$ cat src/bbpc_pkg.sv
// Package: shared types, constants and register codes of the beam-break passage counter.
package bbpc_pkg;

  // Confirmation counts for entering and leaving the blocked state
  localparam int unsigned BLOCK_CONFIRM = 2;
  localparam int unsigned CLEAR_CONFIRM = 2;
  localparam int unsigned RUN_W = 2;
  localparam logic [RUN_W-1:0] RUN_MAX = '1;

  // Register reset values
  localparam logic [15:0] BASELINE_RST  = 16'd0;
  localparam logic [12:0] TRIGGER_RST   = 13'd305;
  localparam logic [12:0] CLEAR_RST     = 13'd152;
  localparam logic        CALIB_RST     = 1'b0;
  localparam logic [31:0] OBSTRUCT_RST  = 32'd30000;

  // Configuration port geometry
  localparam int unsigned CFG_IDX_W  = 3;
  localparam int unsigned CFG_DATA_W = 32;

  // Stream widths
  localparam int unsigned IN_DATA_W  = 72;
  localparam int unsigned IN_USER_W  = 2;
  localparam int unsigned OUT_DATA_W = 88;

  typedef enum logic [CFG_IDX_W-1:0] {
    REG_BASELINE = 3'd0,
    REG_TRIGGER  = 3'd1,
    REG_CLEAR    = 3'd2,
    REG_CALIB    = 3'd3,
    REG_OBSTRUCT = 3'd4
  } cfg_reg_e;

  typedef enum logic [1:0] {
    OP_SAMPLE      = 2'd0,
    OP_RESET_DAILY = 2'd1,
    OP_RESET_BOTH  = 2'd2,
    OP_REARM       = 2'd3
  } opcode_e;

  typedef struct packed {
    logic [15:0] baseline_mm;
    logic [12:0] trigger_delta_mm;
    logic [12:0] clear_delta_mm;
    logic        calibrated;
    logic [31:0] obst_limit_ms;
  } cfg_t;

  typedef struct packed {
    opcode_e     opcode;
    logic        sample_valid;
    logic [15:0] distance_mm;
    logic [31:0] now_ms;
    logic        time_known;
    logic [15:0] day_number;
  } item_t;

  // Sample classification against the thresholds
  typedef struct packed {
    logic usable;      // sample is evaluated
    logic below_block; // distance below block threshold
    logic above_clear; // distance at or above clear threshold
  } class_t;

  typedef struct packed {
    logic        handled;
    logic        blocked;
    logic        obstructed;
    logic        counted;
    logic [31:0] daily_total;
    logic [31:0] lifetime_total;
    logic [15:0] event_min_mm;
  } result_t;

  // Saturating run counter step
  function automatic logic [RUN_W-1:0] run_inc(input logic [RUN_W-1:0] r);
    run_inc = (r == RUN_MAX) ? RUN_MAX : r + RUN_W'(1);
  endfunction

endpackage

$ cat src/bbpc_classify.sv
// Threshold computation and sample classification.
module bbpc_classify (
  input  bbpc_pkg::cfg_t   cfg_i,
  input  bbpc_pkg::item_t  item_i,
  output bbpc_pkg::class_t class_o
);

  logic [15:0] trig_ext;
  logic [15:0] clr_ext;
  logic [15:0] block_thr;
  logic [15:0] clear_thr;
  logic        cfg_ok;

  // Form both thresholds from the baseline
  assign trig_ext  = {3'b000, cfg_i.trigger_delta_mm};
  assign clr_ext   = {3'b000, cfg_i.clear_delta_mm};
  assign block_thr = cfg_i.baseline_mm - trig_ext;
  assign clear_thr = cfg_i.baseline_mm - clr_ext;

  // Configuration is usable when calibrated and the baseline exceeds both deltas
  assign cfg_ok = cfg_i.calibrated && (cfg_i.baseline_mm > trig_ext) &&
                  (cfg_i.baseline_mm > clr_ext);

  assign class_o.usable      = item_i.sample_valid && cfg_ok;
  assign class_o.below_block = item_i.distance_mm < block_thr;
  assign class_o.above_clear = item_i.distance_mm >= clear_thr;

endmodule

$ cat src/bbpc_core.sv
// Passage state, counters and per-item result computation.
module bbpc_core (
  input  logic              clk_i,
  input  logic              rst_ni,
  input  logic              fire_i,
  input  bbpc_pkg::cfg_t    cfg_i,
  input  bbpc_pkg::item_t   item_i,
  input  bbpc_pkg::class_t  class_i,
  output bbpc_pkg::result_t res_o
);

  logic                       blocked_q, blocked_d;
  logic                       obstr_q, obstr_d;
  logic [bbpc_pkg::RUN_W-1:0] block_run_q, block_run_d;
  logic [bbpc_pkg::RUN_W-1:0] clear_run_q, clear_run_d;
  logic [15:0]                min_q, min_d;
  logic [31:0]                since_q, since_d;
  logic                       since_vld_q, since_vld_d;
  logic [31:0]                daily_q, daily_d;
  logic [31:0]                life_q, life_d;
  logic [15:0]                day_q, day_d;
  logic                       handled;
  logic                       counted;
  logic [bbpc_pkg::RUN_W-1:0] run_next;
  logic [31:0]                elapsed;

  assign elapsed = item_i.now_ms - since_q;

  // Compute next state for the item in the input register
  always_comb begin
    blocked_d   = blocked_q;
    obstr_d     = obstr_q;
    block_run_d = block_run_q;
    clear_run_d = clear_run_q;
    min_d       = min_q;
    since_d     = since_q;
    since_vld_d = since_vld_q;
    daily_d     = daily_q;
    life_d      = life_q;
    day_d       = day_q;
    handled     = 1'b1;
    counted     = 1'b0;
    run_next    = '0;
    case (item_i.opcode)
      bbpc_pkg::OP_RESET_DAILY: begin
        daily_d = '0;
        day_d   = item_i.time_known ? item_i.day_number : 16'd0;
      end
      bbpc_pkg::OP_RESET_BOTH: begin
        daily_d = '0;
        life_d  = '0;
      end
      bbpc_pkg::OP_REARM: begin
        blocked_d   = 1'b0;
        obstr_d     = 1'b0;
        block_run_d = '0;
        clear_run_d = '0;
        since_vld_d = 1'b0;
      end
      bbpc_pkg::OP_SAMPLE: begin
        if (!class_i.usable) begin
          handled = 1'b0;
        end else begin
          // Day rollover
          if (item_i.time_known) begin
            if (day_q == 16'd0) begin
              day_d = item_i.day_number;
            end else if (item_i.day_number != day_q) begin
              day_d   = item_i.day_number;
              daily_d = '0;
            end
          end
          if (!blocked_q) begin
            if (class_i.below_block) begin
              if (block_run_q == '0 || item_i.distance_mm < min_q) begin
                min_d = item_i.distance_mm;
              end
              run_next    = bbpc_pkg::run_inc(block_run_q);
              block_run_d = run_next;
              if (run_next >= bbpc_pkg::RUN_W'(bbpc_pkg::BLOCK_CONFIRM)) begin
                blocked_d   = 1'b1;
                since_d     = item_i.now_ms;
                since_vld_d = 1'b1;
                block_run_d = '0;
                clear_run_d = '0;
                obstr_d     = 1'b0;
                daily_d     = daily_d + 32'd1;
                life_d      = life_q + 32'd1;
                counted     = 1'b1;
              end
            end else begin
              block_run_d = '0;
            end
          end else begin
            if (item_i.distance_mm < min_q) begin
              min_d = item_i.distance_mm;
            end
            if (!obstr_q && since_vld_q && (elapsed >= cfg_i.obst_limit_ms)) begin
              obstr_d = 1'b1;
            end
            if (class_i.above_clear) begin
              run_next    = bbpc_pkg::run_inc(clear_run_q);
              clear_run_d = run_next;
              if (run_next >= bbpc_pkg::RUN_W'(bbpc_pkg::CLEAR_CONFIRM)) begin
                blocked_d   = 1'b0;
                since_d     = '0;
                since_vld_d = 1'b0;
                clear_run_d = '0;
                block_run_d = '0;
                obstr_d     = 1'b0;
              end
            end else begin
              clear_run_d = '0;
            end
          end
        end
      end
      default: begin
        handled = 1'b0;
      end
    endcase
  end

  // Result reflects the state after the item
  assign res_o.handled        = handled;
  assign res_o.blocked        = blocked_d;
  assign res_o.obstructed     = obstr_d;
  assign res_o.counted        = counted;
  assign res_o.daily_total    = daily_d;
  assign res_o.lifetime_total = life_d;
  assign res_o.event_min_mm   = min_d;

  // Commit state when the item moves to the result register
  always_ff @(posedge clk_i or negedge rst_ni) begin
    if (!rst_ni) begin
      blocked_q   <= 1'b0;
      obstr_q     <= 1'b0;
      block_run_q <= '0;
      clear_run_q <= '0;
      min_q       <= '0;
      since_q     <= '0;
      since_vld_q <= 1'b0;
      daily_q     <= '0;
      life_q      <= '0;
      day_q       <= '0;
    end else if (fire_i) begin
      blocked_q   <= blocked_d;
      obstr_q     <= obstr_d;
      block_run_q <= block_run_d;
      clear_run_q <= clear_run_d;
      min_q       <= min_d;
      since_q     <= since_d;
      since_vld_q <= since_vld_d;
      daily_q     <= daily_d;
      life_q      <= life_d;
      day_q       <= day_d;
    end
  end

  // An obstruction only exists while blocked
  a_obstr_blocked: assert property (@(posedge clk_i) disable iff (!rst_ni)
    obstr_q |-> blocked_q)
    else $error("obstruction flagged while not blocked");

  // A counted passage leaves the beam blocked and bumps the lifetime count
  a_count_enter: assert property (@(posedge clk_i) disable iff (!rst_ni)
    fire_i && counted |=> blocked_q && (life_q == $past(life_q) + 32'd1))
    else $error("counted passage did not enter blocked state");

  // An ignored sample leaves the blocked flag, daily count, minimum and day as they were
  a_ignored_stable: assert property (@(posedge clk_i) disable iff (!rst_ni)
    fire_i && !handled |=> $stable(blocked_q) && $stable(daily_q) &&
                           $stable(min_q) && $stable(day_q))
    else $error("ignored sample changed state");

  // State holds while no item is committed
  a_idle_stable: assert property (@(posedge clk_i) disable iff (!rst_ni)
    !fire_i |=> $stable(life_q) && $stable(blocked_q) && $stable(block_run_q))
    else $error("state changed without a transaction");

endmodule

$ cat src/beam_break_passage_counter.sv
// Top level: stream ports, configuration registers, input and result registers.
// Path: input register, then result register; an item waits there while the output side
// stalls. Throughput: one item per cycle while the output side does not stall; state
// update is a single pass of compare and add logic.
// Reset: asynchronous, active low; clears all passage state, both counts and the stored
// day, and loads the configuration registers with their reset values.
module beam_break_passage_counter (
  input  logic                                clk_i,
  input  logic                                rst_ni,
  // Configuration write port
  input  logic                                cfg_we_i,
  input  logic [bbpc_pkg::CFG_IDX_W-1:0]      cfg_idx_i,
  input  logic [bbpc_pkg::CFG_DATA_W-1:0]     cfg_data_i,
  // Input stream
  input  logic                                s_axis_tvalid,
  output logic                                s_axis_tready,
  // tdata: sample_valid[0], distance_mm[16:1], now_ms[48:17], time_known[49],
  //        day_number[65:50], zero fill[71:66]
  input  logic [bbpc_pkg::IN_DATA_W-1:0]      s_axis_tdata,
  // tuser: opcode[1:0]
  input  logic [bbpc_pkg::IN_USER_W-1:0]      s_axis_tuser,
  // Result stream
  output logic                                m_axis_tvalid,
  input  logic                                m_axis_tready,
  // tdata: handled[0], blocked[1], obstructed[2], counted[3], daily_total[35:4],
  //        lifetime_total[67:36], event_min_mm[83:68], zero fill[87:84]
  output logic [bbpc_pkg::OUT_DATA_W-1:0]     m_axis_tdata
);

  bbpc_pkg::cfg_t    cfg_q;
  bbpc_pkg::item_t   in_item_q;
  logic              in_valid_q;
  bbpc_pkg::result_t out_res_q;
  logic              out_valid_q;
  bbpc_pkg::class_t  cls;
  bbpc_pkg::result_t res;
  logic              advance;
  logic              fire;
  logic              s_accept;

  // Configuration registers
  always_ff @(posedge clk_i or negedge rst_ni) begin
    if (!rst_ni) begin
      cfg_q.baseline_mm      <= bbpc_pkg::BASELINE_RST;
      cfg_q.trigger_delta_mm <= bbpc_pkg::TRIGGER_RST;
      cfg_q.clear_delta_mm   <= bbpc_pkg::CLEAR_RST;
      cfg_q.calibrated       <= bbpc_pkg::CALIB_RST;
      cfg_q.obst_limit_ms    <= bbpc_pkg::OBSTRUCT_RST;
    end else if (cfg_we_i) begin
      case (cfg_idx_i)
        bbpc_pkg::REG_BASELINE: cfg_q.baseline_mm      <= cfg_data_i[15:0];
        bbpc_pkg::REG_TRIGGER:  cfg_q.trigger_delta_mm <= cfg_data_i[12:0];
        bbpc_pkg::REG_CLEAR:    cfg_q.clear_delta_mm   <= cfg_data_i[12:0];
        bbpc_pkg::REG_CALIB:    cfg_q.calibrated       <= cfg_data_i[0];
        bbpc_pkg::REG_OBSTRUCT: cfg_q.obst_limit_ms    <= cfg_data_i[31:0];
        default: begin
        end
      endcase
    end
  end

  // Pipeline handshake
  assign advance       = !out_valid_q || m_axis_tready;
  assign fire          = in_valid_q && advance;
  assign s_axis_tready = !in_valid_q || advance;
  assign s_accept      = s_axis_tvalid && s_axis_tready;

  // Input register
  always_ff @(posedge clk_i or negedge rst_ni) begin
    if (!rst_ni) begin
      in_valid_q <= 1'b0;
    end else if (s_accept) begin
      in_valid_q <= 1'b1;
    end else if (fire) begin
      in_valid_q <= 1'b0;
    end
  end

  always_ff @(posedge clk_i) begin
    if (s_accept) begin
      in_item_q.opcode       <= bbpc_pkg::opcode_e'(s_axis_tuser[1:0]);
      in_item_q.sample_valid <= s_axis_tdata[0];
      in_item_q.distance_mm  <= s_axis_tdata[16:1];
      in_item_q.now_ms       <= s_axis_tdata[48:17];
      in_item_q.time_known   <= s_axis_tdata[49];
      in_item_q.day_number   <= s_axis_tdata[65:50];
    end
  end

  bbpc_classify u_classify (
    .cfg_i   (cfg_q),
    .item_i  (in_item_q),
    .class_o (cls)
  );

  bbpc_core u_core (
    .clk_i   (clk_i),
    .rst_ni  (rst_ni),
    .fire_i  (fire),
    .cfg_i   (cfg_q),
    .item_i  (in_item_q),
    .class_i (cls),
    .res_o   (res)
  );

  // Result register
  always_ff @(posedge clk_i or negedge rst_ni) begin
    if (!rst_ni) begin
      out_valid_q <= 1'b0;
    end else if (advance) begin
      out_valid_q <= in_valid_q;
    end
  end

  always_ff @(posedge clk_i) begin
    if (fire) begin
      out_res_q <= res;
    end
  end

  assign m_axis_tvalid = out_valid_q;
  assign m_axis_tdata  = {4'b0000, out_res_q.event_min_mm, out_res_q.lifetime_total,
                          out_res_q.daily_total, out_res_q.counted, out_res_q.obstructed,
                          out_res_q.blocked, out_res_q.handled};

endmodule

$ cat config.mk
export PLATFORM = sky130hd
export DESIGN_NAME = beam_break_passage_counter
export DESIGN_NICKNAME = d
export VERILOG_FILES = /design/src/bbpc_pkg.sv /design/src/bbpc_classify.sv /design/src/bbpc_core.sv /design/src/beam_break_passage_counter.sv
export SDC_FILE = /design/constraint.sdc
export NUM_CORES = 1
export LEC_CHECK = 0
export ABC_AREA = 1
export BUFFER_PORTS_ARGS = -buffer_cell sky130_fd_sc_hd__buf_4
export CAP_MARGIN = 20
export CELL_PAD_IN_SITES_DETAIL_PLACEMENT = 1
export CELL_PAD_IN_SITES_GLOBAL_PLACEMENT = 2
export CORE_UTILIZATION = 35
export DETAILED_ROUTE_END_ITERATION = 10
export GPL_TIMING_DRIVEN = 0
export PLACE_DENSITY_LB_ADDON = 0.1
export RECOVER_POWER = 50
export SETUP_SLACK_MARGIN = 0.15
export SYNTH_ARGS = -nofsm -noshare
export SYNTH_HDL_FRONTEND = slang
export SYNTH_HIERARCHICAL = 1
export SYNTH_SLANG_ARGS = --single-unit
$ cat constraint.sdc
create_clock -name clk_i -period 7.9 [get_ports clk_i]
set_input_delay 1.185 -clock clk_i [delete_from_list [all_inputs] [get_ports clk_i]]
set_output_delay 1.185 -clock clk_i [all_outputs]
set_load 0.005 [all_outputs]
# After elaboration in Yosys (flattened, before gate mapping)
# Index checks and enable logic that the tools add are counted.
totals:
  input_bits: 114
  ff_bits: 364
  elab_cells: 173
classes:
  n_bitwise: 2
  reduce_logical: 34
  n_eq_ne: 19
  muxes: 73
  magnitude_cmp: 8
  add_sub_neg: 7
op_table:
  columns: ["cell", "n"]
  rows:
  - ["two-way mux 32 bit", 18]
  - ["two-way mux 16 bit", 11]
  - ["one-hot mux 32 bit (2 select lines)", 2]
  - ["adder 32 x 1 -> 32 bit, second input constant", 2]
  - [">= comparator 32 bit", 1]
  - ["greater-than comparator 16 x 13 -> 1 bit", 2]
  - ["less-than comparator 16 bit", 2]
  - ["one-hot mux 16 bit (2 select lines)", 1]
  - ["subtractor 16 x 13 -> 16 bit", 2]
  - ["subtractor 32 bit", 1]
  - ["two-way mux 2 bit", 14]
  - ["two-way mux 1 bit", 22]
  - [">= comparator 16 bit", 1]
  - ["zero test 16 bit", 1]
  - ["inequality test 16 bit", 1]
  - ["AND reduction 5 bit", 3]
  - ["AND reduction 7 bit", 2]
  - ["AND reduction 2 bit", 5]
  - ["nonzero test 2 bit", 5]
  - ["equality test 2 bit, second input constant", 4]
  - ["one-hot mux 2 bit (2 select lines)", 2]
  - ["logical AND 1 bit", 7]
  - ["equality test 3 x 2 -> 1 bit, second input constant", 2]
  - ["inequality test 2 bit, second input constant", 3]
  - ["17 further kinds", 29]

# Logic depth before layout (Yosys ltp)
depth:
  depth_word: 12
  ltp_mapped: 36
  depth_no_buf: 35

# By module
# Netlist, hierarchy kept.
by_module_without_submodules:
  columns: ["mod", "cells_each", "area_each_um2", "n_inst"]
  rows:
  - ["bbpc_core", 1772, 11628.7, 1]
  - ["beam_break_passage_counter", 505, 7726.2, 1]
  - ["bbpc_classify", 459, 2518.7, 1]

# Worst setup path before layout
# No wires, ideal clock.
synth_path:
  path_type: "input -> register"
  start: "input m_axis_tready"
  end: "register u_core.since_q[0]"
  n_path_buf: 2
  cell_stages: 9
  setup_ns: 0.135
  path_slack_ns: 0.959
  t_arrival_ns: 6.806
  cell_sequence: "inv_1 > a21oi_1 > clkbuf_1 > clkinv_1 > nor2_1 > inv_1 > a211oi_1 > clkbuf_1 > o32ai_1"
synth_between:
  elab_chain_cells: 3
synth_rtl:
  columns: ["element", "line", "rtl"]
  rows:
  - ["from (decl)", "beam_break_passage_counter.sv:24", "input logic m_axis_tready,"]
  - ["logical OR 1 bit", "beam_break_passage_counter.sv:63", "assign advance = !out_valid_q || m_axis_tready;"]
  - ["logical AND 1 bit", "beam_break_passage_counter.sv:64", "assign fire = in_valid_q && advance;"]
  - ["named net fire", "beam_break_passage_counter.sv:38", "logic fire;"]
  - ["AND reduction 7 bit (no source line)", null, null]
  - ["to (signal assigned)", "bbpc_core.sv:152", "since_q <= since_d;"]
  - ["to (decl)", "bbpc_core.sv:17", "logic [31:0] since_q, since_d;"]
# The timed path passes the listed nets, and every way through them passes these cells.
# A chain may end at the register's enable or synchronous reset.

==> results.sh <==
export IMPL_min_path_type="reg2reg"
export IMPL_relSlewSlack_pct=-167
export IMPL_fin_crit_ns=5.41
export IMPL_cts_sinks=364
export IMPL_dp_hpwl_um=54400
export IMPL_cts_clk_slew_worst_paths_ns=0.06
export IMPL_cp_common_cell="nand2_1"
export IMPL_p_per_area_mw_per_mm2=258
export IMPL_fmax_mhz=185
export IMPL_setup_violations=0
export IMPL_cts_made_buffers=46
export IMPL_yosys_most_used_dff="dfrtp_1"
export IMPL_rsz0062_at_grt="no"
export IMPL_place_congestion=0.849
export IMPL_syn_to_final_growth_pct=18.4
export IMPL_die_x_um=252
export IMPL_dieArea_mm2=0.0635
export IMPL_yosys_warnings=6
export IMPL_vias=19200
export IMPL_violations="capacitance limit, slew limit"
export IMPL_grt_total_usage_pct=22.3
export IMPL_synthCells=2736
export IMPL_htreeDepth=2
export IMPL_cp_max_fo=10
export IMPL_drc=0
export IMPL_worstPathRequired_ns=8.23
export IMPL_max_cap_violations=6
export IMPL_fp_dieH_um=252
export IMPL_ant_nets=0
export IMPL_worst_setup_path_type="reg2reg"
export IMPL_max_stage_delay_ns=0.56
export IMPL_antenna_found_initial=0
export IMPL_cpMaxStageDelayCell="dfstp_2"
export IMPL_antenna_diode_count=0
export IMPL_gr_total_overflow=0
export IMPL_yosys_cell_types_count=60
export IMPL_yosys_register_bits=364
export IMPL_totalWireLength_um=70400
export IMPL_crit_path_start_kind="register"
export IMPL_layout_commonest_cell="nand2_1"
export IMPL_drt_pass1_iter_count=5
export IMPL_rows=91
export IMPL_viasPerCell=4.98
export IMPL_cts_root_buf="clkbuf_16"
export IMPL_grt_pass1_vias=20400
export IMPL_wl_per_cell_um=18.2
export IMPL_reg2reg_from="cfg_q[46]$_DFFE_PN1P_"
export IMPL_hp_start="cfg_q[4]$_DFFE_PN1P_"
export IMPL_drive_gt1_share_pct=11.5
export IMPL_cts_buffer_depth=3
export IMPL_drv_slew=256
export IMPL_fin_skew_ns=0.0266
export IMPL_reg2reg_depth=32
export IMPL_stdcell_count=3860
export IMPL_cts_setup_buffers=0
export IMPL_cts_resized=0
export IMPL_synth_async_reset_ratio_pct=58.2
export IMPL_hold_end="cfg_q[4]$_DFFE_PN1P_"
export IMPL_nets=3244
export IMPL_core_mm2=0.0617
export IMPL_ys_seq_area_share_pct=45.2
export IMPL_port_buffers=193
export IMPL_ir_drop_v=0.000151
export IMPL_rr_endpoint="m_axis_tdata[67]$_DFFE_PP_"
export IMPL_syn_cell_area_mm2=0.0219
export IMPL_clk_latency_ns=0.59
export IMPL_grt_pass1_wl_um=112000
export IMPL_synth_edf_count=152
export IMPL_ff2ff_setup_slack_ns=2.49
export IMPL_status="complete, but fails checks"
export IMPL_holdPathStages=2
export IMPL_ctsHoldBuffers=0
export IMPL_ios=204
export IMPL_dp_cells=3775
export IMPL_grt_max_degree=96
export IMPL_syn_avg_cell_area_um2=7.99
export IMPL_final_util_pct=42.0
export IMPL_leakagePower_uw=0.0120
export IMPL_start_util_pct=35.4
export IMPL_drtIter0Drc=654
export IMPL_tightestPinTransition_ns=4.00
export IMPL_final_cell_mix="756 x nand2_1, 390 x inv_1, 255 x nand3_1"
export IMPL_worst_setup_path_end_kind="register"
export IMPL_hold_viol=0
export IMPL_crit_arrival_ns=5.74
export IMPL_post_route_period_util_pct=68.5
export IMPL_cts_tree="done"
-- where the power goes --
part	switching, uW	internal, uW
sequential	167	2250
combinational	1340	754
clock	892	1270
-- cell usage after synthesis (6+ instances only) --
| cell type | instances | area share (%) |
|---|---|---|
| o21ai_1 | 11 | 0.25 |
| clkbuf_1 | 49 | 0.84 |
| nor2_1 | 140 | 2.4 |
| dfrtp_1 | 198 | 23 |
| inv_1 | 391 | 6.7 |
| nand2_2 | 9 | 0.26 |
| ha_1 | 141 | 8.1 |
| nor2_2 | 9 | 0.26 |
| nand4_1 | 32 | 0.92 |
| buf_2 | 13 | 0.30 |
| a22oi_1 | 18 | 0.62 |
| inv_2 | 12 | 0.21 |
| a31oi_1 | 10 | 0.29 |
| nor3_1 | 25 | 0.57 |
| o22ai_1 | 11 | 0.31 |
| xnor2_1 | 24 | 0.96 |
| nand2_1 | 755 | 13 |
| a21oi_1 | 116 | 2.7 |
| nor2_4 | 6 | 0.31 |
| nand3b_1 | 12 | 0.41 |
| edfxtp_1 | 152 | 21 |
| xor2_1 | 25 | 1.0 |
| o21a_1 | 8 | 0.27 |
| nand3_1 | 255 | 5.8 |
| buf_1 | 9 | 0.15 |
| buf_4 | 16 | 0.55 |
| a211oi_1 | 9 | 0.31 |
| o21ai_0 | 199 | 4.6 |
| dfstp_2 | 14 | 1.7 |
-- cell families (layout without fill, tap and decap cells) --
| logic type | count (synthesis) | count (layout) | synth area share [%] |
|---|---|---|---|
| buffers and inverters | 498 | 782 | 9.04 |
| AO/OA/AOI/OAI | 413 | 413 | 10.5 |
| multiplexers | 1 | 1 | 0.0458 |
| AND/OR/NAND/NOR | 1266 | 1266 | 24.9 |
| XOR/XNOR | 49 | 49 | 1.96 |
| adder cells (fa/ha/maj) | 144 | 144 | 8.34 |
| other | 1 | 4 | 0.0171 |
| flip-flops | 364 | 364 | 45.2 |
-- how the worst max path moves through the flow --
stage,startpoint,to,slack [ns],cells past startpoint
after floorplan,m_axis_tready,u_core/since_q[0]$_DFFE_PN0P_,0.96,9
after global placement,m_axis_tready,u_core/since_q[0]$_DFFE_PN0P_,-2.09,10
after detailed placement,cfg_q[46]$_DFFE_PN1P_,m_axis_tdata[67]$_DFFE_PP_,2.46,33
after CTS,cfg_q[46]$_DFFE_PN1P_,m_axis_tdata[67]$_DFFE_PP_,2.44,33
after global routing,rst_ni,cfg_q[53]$_DFFE_PN0P_,2.08,3
final,cfg_q[46]$_DFFE_PN1P_,m_axis_tdata[67]$_DFFE_PP_,2.49,32
-- area by class of cell --
| cell class | count | area [um^2] |
|---|---|---|
| fillers | 7470 | 35800 |
| multi-input cells | 1877 | 10000 |
| flip-flops and latches | 364 | 9890 |
| inverters | 407 | 1530 |
| repair buffers | 199 | 1440 |
| clock buffers | 55 | 1210 |
| well taps | 837 | 1050 |
| plain buffers | 91 | 430 |
| clock inverters | 30 | 329 |
-- through the flow --
stage	setup WS, ns	TNS [ns]	hold slack (ns)	power [uW]	cell area [um^2]
floorplan	0.959	0	0.441	3820	21900
global placement	-2.09	-184.21	0.452	4480	24400
detailed placement	2.46	0	0.456	4580	24500
CTS	2.44	0	0.445	6790	26100
global route	2.08	0	0.482	7150	25900
finish	2.49	0	0.465	6680	25900
-- critical path: cells and delay by family (launching register included) --
| kind | cells | cell delay [ns] |
|---|---|---|
| AO/OA/AOI/OAI | 3 | 0.37 |
| flip-flops | 1 | 0.56 |
| buffers and inverters | 5 | 0.55 |
| AND/OR/NAND/NOR | 21 | 2.78 |
| adder cells (fa/ha/maj) | 3 | 0.85 |
-- state kept, by name (all words and copies together) (netlist names), 2 cells and up --
| name | count |
|---|---|
| cfg_q | 75 |
| in_item_q | 68 |
| m_axis_tdata | 84 |
| u_core/block_run_q | 2 |
| u_core/clear_run_q | 2 |
| u_core/daily_q | 32 |
| u_core/day_q | 16 |
| u_core/life_q | 32 |
| u_core/min_q | 16 |
| u_core/since_q | 32 |
-- layer usage --
metal  vias up  wire length (um)  track usage, %
met5         -                 0               0
met4         0              1460            5.84
met3        84              1890            2.37
met2       253             35100            39.7
met1      9421             31900            28.7
li1       9462                 -               -
(Power assumes the default switching activity.)
